===== src/rtl/bft_pkg.sv =====
// Package: shared types, constants and codes for the flow tracker.
`timescale 1ns / 1ps
package bft_pkg;
  localparam int DefBuckets = 16;
  localparam int DefWays = 4;
  localparam logic [7:0] PROTO_TCP = 8'd6;
  localparam logic [7:0] PROTO_UDP = 8'd17;
  localparam logic [2:0] KIND_DROP = 3'd0;
  localparam logic [2:0] KIND_UNCL = 3'd1;
  localparam logic [2:0] KIND_CLS = 3'd2;
  localparam logic [2:0] KIND_FULL = 3'd3;
  localparam logic [2:0] KIND_EXPORT = 3'd4;
  localparam logic [2:0] KIND_DONE = 3'd5;
  localparam logic [1:0] REG_FIN = 2'd0;
  localparam logic [1:0] REG_IDLE = 2'd1;
  localparam logic [1:0] REG_UDP = 2'd2;
  localparam logic [1:0] REG_TCP = 2'd3;
  localparam int MaxExports = 63;

  typedef struct packed {
    logic [31:0] low_addr;
    logic [31:0] high_addr;
    logic [31:0] ports;
    logic [7:0] proto;
    logic fin_seen;
    logic classified;
    logic [15:0] app;
    logic [31:0] begin_sec;
    logic [31:0] end_sec;
    logic [31:0] bytes;
    logic [31:0] packets;
  } slot_t;

  typedef struct packed {
    logic [15:0] fin_hold;
    logic [15:0] idle_timeout;
    logic [7:0] udp_limit;
    logic [7:0] tcp_limit;
  } cfg_t;
endpackage


===== src/rtl/bft_cfg.sv =====
// Configuration register file.
`timescale 1ns / 1ps
module bft_cfg import bft_pkg::*; (
  input  logic clk,
  input  logic rst,
  input  logic cfg_valid,
  output logic cfg_ready,
  input  logic [1:0] cfg_index,
  input  logic [15:0] cfg_data,
  output cfg_t cfg
);
  assign cfg_ready = 1'b1;
  always_ff @(posedge clk) begin
    if (rst) begin
      cfg <= '{16'd40, 16'd101, 8'd8, 8'd10};
    end else if (cfg_valid) begin
      unique case (cfg_index)
        REG_FIN: cfg.fin_hold <= cfg_data;
        REG_IDLE: cfg.idle_timeout <= cfg_data;
        REG_UDP: cfg.udp_limit <= cfg_data[7:0];
        REG_TCP: cfg.tcp_limit <= cfg_data[7:0];
        default: ;
      endcase
    end
  end
endmodule


===== config.mk =====
export PLATFORM = sky130hd
export DESIGN_NAME = bft_cfg
export DESIGN_NICKNAME = d
export VERILOG_FILES = /design/src/rtl/bft_pkg.sv /design/src/rtl/bft_cfg.sv
export SDC_FILE = /design/constraint.sdc
export NUM_CORES = 1
export LEC_CHECK = 0
export ABC_AREA = 0
export BUFFER_PORTS_ARGS = -buffer_cell sky130_fd_sc_hd__buf_4
export CORE_ASPECT_RATIO = 2
export CORE_UTILIZATION = 40
export CTS_BUF_LIST = sky130_fd_sc_hd__clkbuf_2 sky130_fd_sc_hd__clkbuf_4 sky130_fd_sc_hd__clkbuf_8
export CTS_CLUSTER_SIZE = 25
export DETAILED_ROUTE_END_ITERATION = 6
export GPL_ROUTABILITY_DRIVEN = 0
export PLACE_DENSITY = 0.77
export SLEW_MARGIN = 15
export SYNTH_ARGS = -nofsm -noshare
export SYNTH_HDL_FRONTEND = slang
export SYNTH_SLANG_ARGS = --single-unit
export TNS_END_PERCENT = 100

===== constraint.sdc =====
create_clock -name clk -period 0.95 [get_ports clk]
set_input_delay 0 -clock clk [delete_from_list [all_inputs] [get_ports clk]]
set_output_delay 0 -clock clk [all_outputs]
set_load 0.005 [all_outputs]

# --- Word level (Yosys, flattened, before mapping) ---
# Cells that the tools add are included.
totals:
  register_bits: 48
  in_bits: 21
  output_inout_bits: 49
  elab_cells: 12
classes:
  eq_ne: 3
  reduce_logical: 5
op_table:
  columns: ["cell", "n"]
  rows:
  - ["AND reduction 2 bit", 4]
  - ["equality test 2 bit (second input constant)", 2]
  - ["equality test 2 x 1 -> 1 bit (second input constant)", 1]
  - ["zero test 2 bit", 1]

# --- Depth between registers and ports, before layout ---
logic_depth:
  ltp_word: 2
  ltp_mapped: 4
  mapped_depth_nobuf: 2

# --- Worst setup path after synthesis ---
# No wires, ideal clock.
synth_path:
  kind: "input port to flip-flop"
  startpoint: "input cfg_index[1]"
  endpoint: "register cfg[39] (netlist bit)"
  setup_ps: 121
  arrival_time_ps: 641
  required_ps: 829
  setup_slack_ps: 188
  cell_stages: 3
  path_buffers: 1
  path_cell_list: "or3b_1 > buf_4 > mux2i_1"
synth_between:
  elab_chain_len: 2
synth_lines:
  columns: ["element", "line_no", "text"]
  rows:
  - ["from (decl)", "bft_cfg.sv:8", "input logic [1:0] cfg_index,"]
  - ["zero test 2 bit", "bft_cfg.sv:17", "unique case (cfg_index)"]
  - ["AND reduction 2 bit (no source line)", null, null]
  - ["to (signal assigned)", "bft_cfg.sv:15", "cfg <= '{16'd40, 16'd101, 8'd8, 8'd10};"]
  - ["to (decl)", "bft_cfg.sv:10", "output cfg_t cfg"]
# No other way between the ends.
# A chain may end at the register's enable or synchronous reset.

# --- Worst setup path after layout ---
layout_path:
  startpoint: "register cfg[24] (netlist bit)"
  endpoint: "output cfg[24] (netlist bit)"
# No word-level cell between the ends.

==> impl_metrics.tcl <==
set metrics [dict create \
    cts.reportedPaths.clkPinSlew_ns 0.09 \
    clock_insertion_delay_worst_skew_ns 0.30 \
    setup_viol 0 \
    wl_per_cell_um 14.2 \
    rsz0062_at_grt "false" \
    largest_reg_flops 48 \
    fin_nets 288 \
    syn-cell-area_mm2 0.00196 \
    dp_hpwl_um 3380 \
    die_height_um 101 \
    final_util_pct 59.5 \
    vias_per_cell 4.81 \
    regMostFlops "cfg" \
    placedCellCount 307 \
    grt_pass1_vias 1498 \
    hold_viol 1 \
    cts_buffers 5 \
    antenna_found_initial 0 \
    peakVddDrop_v 0.00123 \
    cap_viol_max_count 0 \
    die_area_mm2 0.00519 \
    finalCritPeriodShare_pct 84.7 \
    tns_ns 0 \
    crit_chain "buf_4" \
    synth_cells 186 \
    grt_overflow 0 \
    drtIter0Drc 40 \
    hold_path_class "input port to register" \
    num_vias 1553 \
    clock_tree.buffer_depth 2 \
    startpoint_type "register" \
    end_kind "output port" \
    reg_top3 "cfg: 48 flops" \
    worstPathArrival_ns 0.80 \
    post_cts.repair.setup_buffers 0 \
    ys_warn_count 0 \
    syn-num-nets 207 \
    worst_clock_skew_ns 0 \
    drc 0 \
    ant_nets 0 \
    finalNonFillerCells 323 \
    dr.pass1.iters 4 \
    final_cell_mix "76 x buf_4, 55 x nand2b_1, 48 x mux2i_1, 48 x dfxtp_1, 15 x nor2_1" \
    final_common_cell "buf_4" \
    grt_usage_pct 18.9 \
    holdWs_ns -0.000245 \
    wl_um 4590 \
    area_growth_pct 41.3 \
    ys_seq_area_share_pct 49.1 \
    start_util_pct 42.1 \
    multi_input_area_um2 930 \
    seqCellArea_um2 961 \
    drive_gt1_share_pct 32.5 \
    cts.sink_count 48 \
    power_density_mw_per_mm2 1410 \
    htreeDepth 2 \
    grt_pass1_wl_um 7120 \
    cts_hold_buf 8 \
    period_minus_slack_ns 0.804 \
    cts_tree "built" \
    critPathKind "register to output port" \
    root_buffer "clkbuf_8" \
    io_pins 70 \
    grt_start_max_net_pins 24 \
    dieWidth_um 51.4 \
    ys_ff_latch 48 \
    avgSynthCellArea_um2 10.5 \
    crit_path_top_delay_cell "dfxtp_1" \
    worst-path-buf-inv 1 \
    violations "negative hold slack" \
    nFillCells 422 \
    p_leak_nw 1.32 \
    cts_resized 0 \
    port_buffers 68 \
    coreArea_mm2 0.00464 \
    cp_max_fo 2 \
    fmax_mhz 1240 \
    antennaDiodeCount 0 \
    crit_required_ns 0.95 \
    ys_types 13 \
    rows 35 \
    status "finished with violations" \
    slowest_delay_ns 0.38 \
    cp_top_family "flip-flops" \
    maxSlewViolCount 0 \
]
## power breakdown
group          switching [mW]  internal (mW)
sequential             0.0420           2.08
combinational           0.202          0.305
clock                   0.723          0.537
total                   0.967           2.92
## path summary, 6_finish.rpt
kind         cells past startpoint      end  slack, ns          from
min                              3  cfg[31]    -0.0002  cfg_data[15]
max reg2reg                      2   cfg[5]       0.31        cfg[5]
max                              1  cfg[24]       0.15       cfg[24]
min reg2reg                      2  cfg[10]       0.48       cfg[10]
## layer usage
layer | vias to the layer above | GRT usage [%] | wire length [um]
met3 | 12 | 3.62 | 163
met2 | 49 | 33.8 | 2540
li1 | 768 | - | -
met5 | - | 0 | 0
met1 | 724 | 19.6 | 1730
met4 | 0 | 10.8 | 165
## stage by stage
step	power (mW)	instance area (um^2)	setup slack, ns	hold slack (ns)
2_1_floorplan	2.39	1960	0.188	0.155
3_3_place_gp	2.65	2590	0.0292	0.266
3_5_place_dp	2.66	2590	0.0220	0.285
4_1_cts	3.93	2760	0.141	0.00174
5_1_grt	4.06	2760	0.115	0.00639
6_report	3.89	2760	0.146	-0.000245
## cell usage after synthesis
cell type	n	share of area (%)
dfxtp_1	48	49
buf_2	4	1.0
nand2b_1	55	18
nor2_1	15	2.9
clkbuf_1	6	1.2
conb_1	1	0.19
buf_4	3	1.2
nor3b_1	1	0.38
nand3b_1	2	0.77
mux2i_1	48	25
or3b_1	1	0.45
and3b_1	1	0.45
nand3_1	1	0.26
## final cells by class
type,count,area share [%]
repair buffers,87,25.7
flip-flops and latches,48,34.8
multi-input cells,125,33.6
clock inverters,3,0.905
clock buffers,5,2.49
well taps,55,2.49
## tightest hold or removal path: cells and delay by family
kind	cells	cell delay (ns)
muxes	1	0.12
buffers and inverters	1	0.08
and+or+nand+nor	1	0.07
## logic make-up after synthesis
kind of cell  share of synthesized area, %
simple gates                          22.8
mux                                   24.6
other cells                          0.192
buf+inv                               3.33
flops                                 49.1
(Power assumes the default switching activity.)
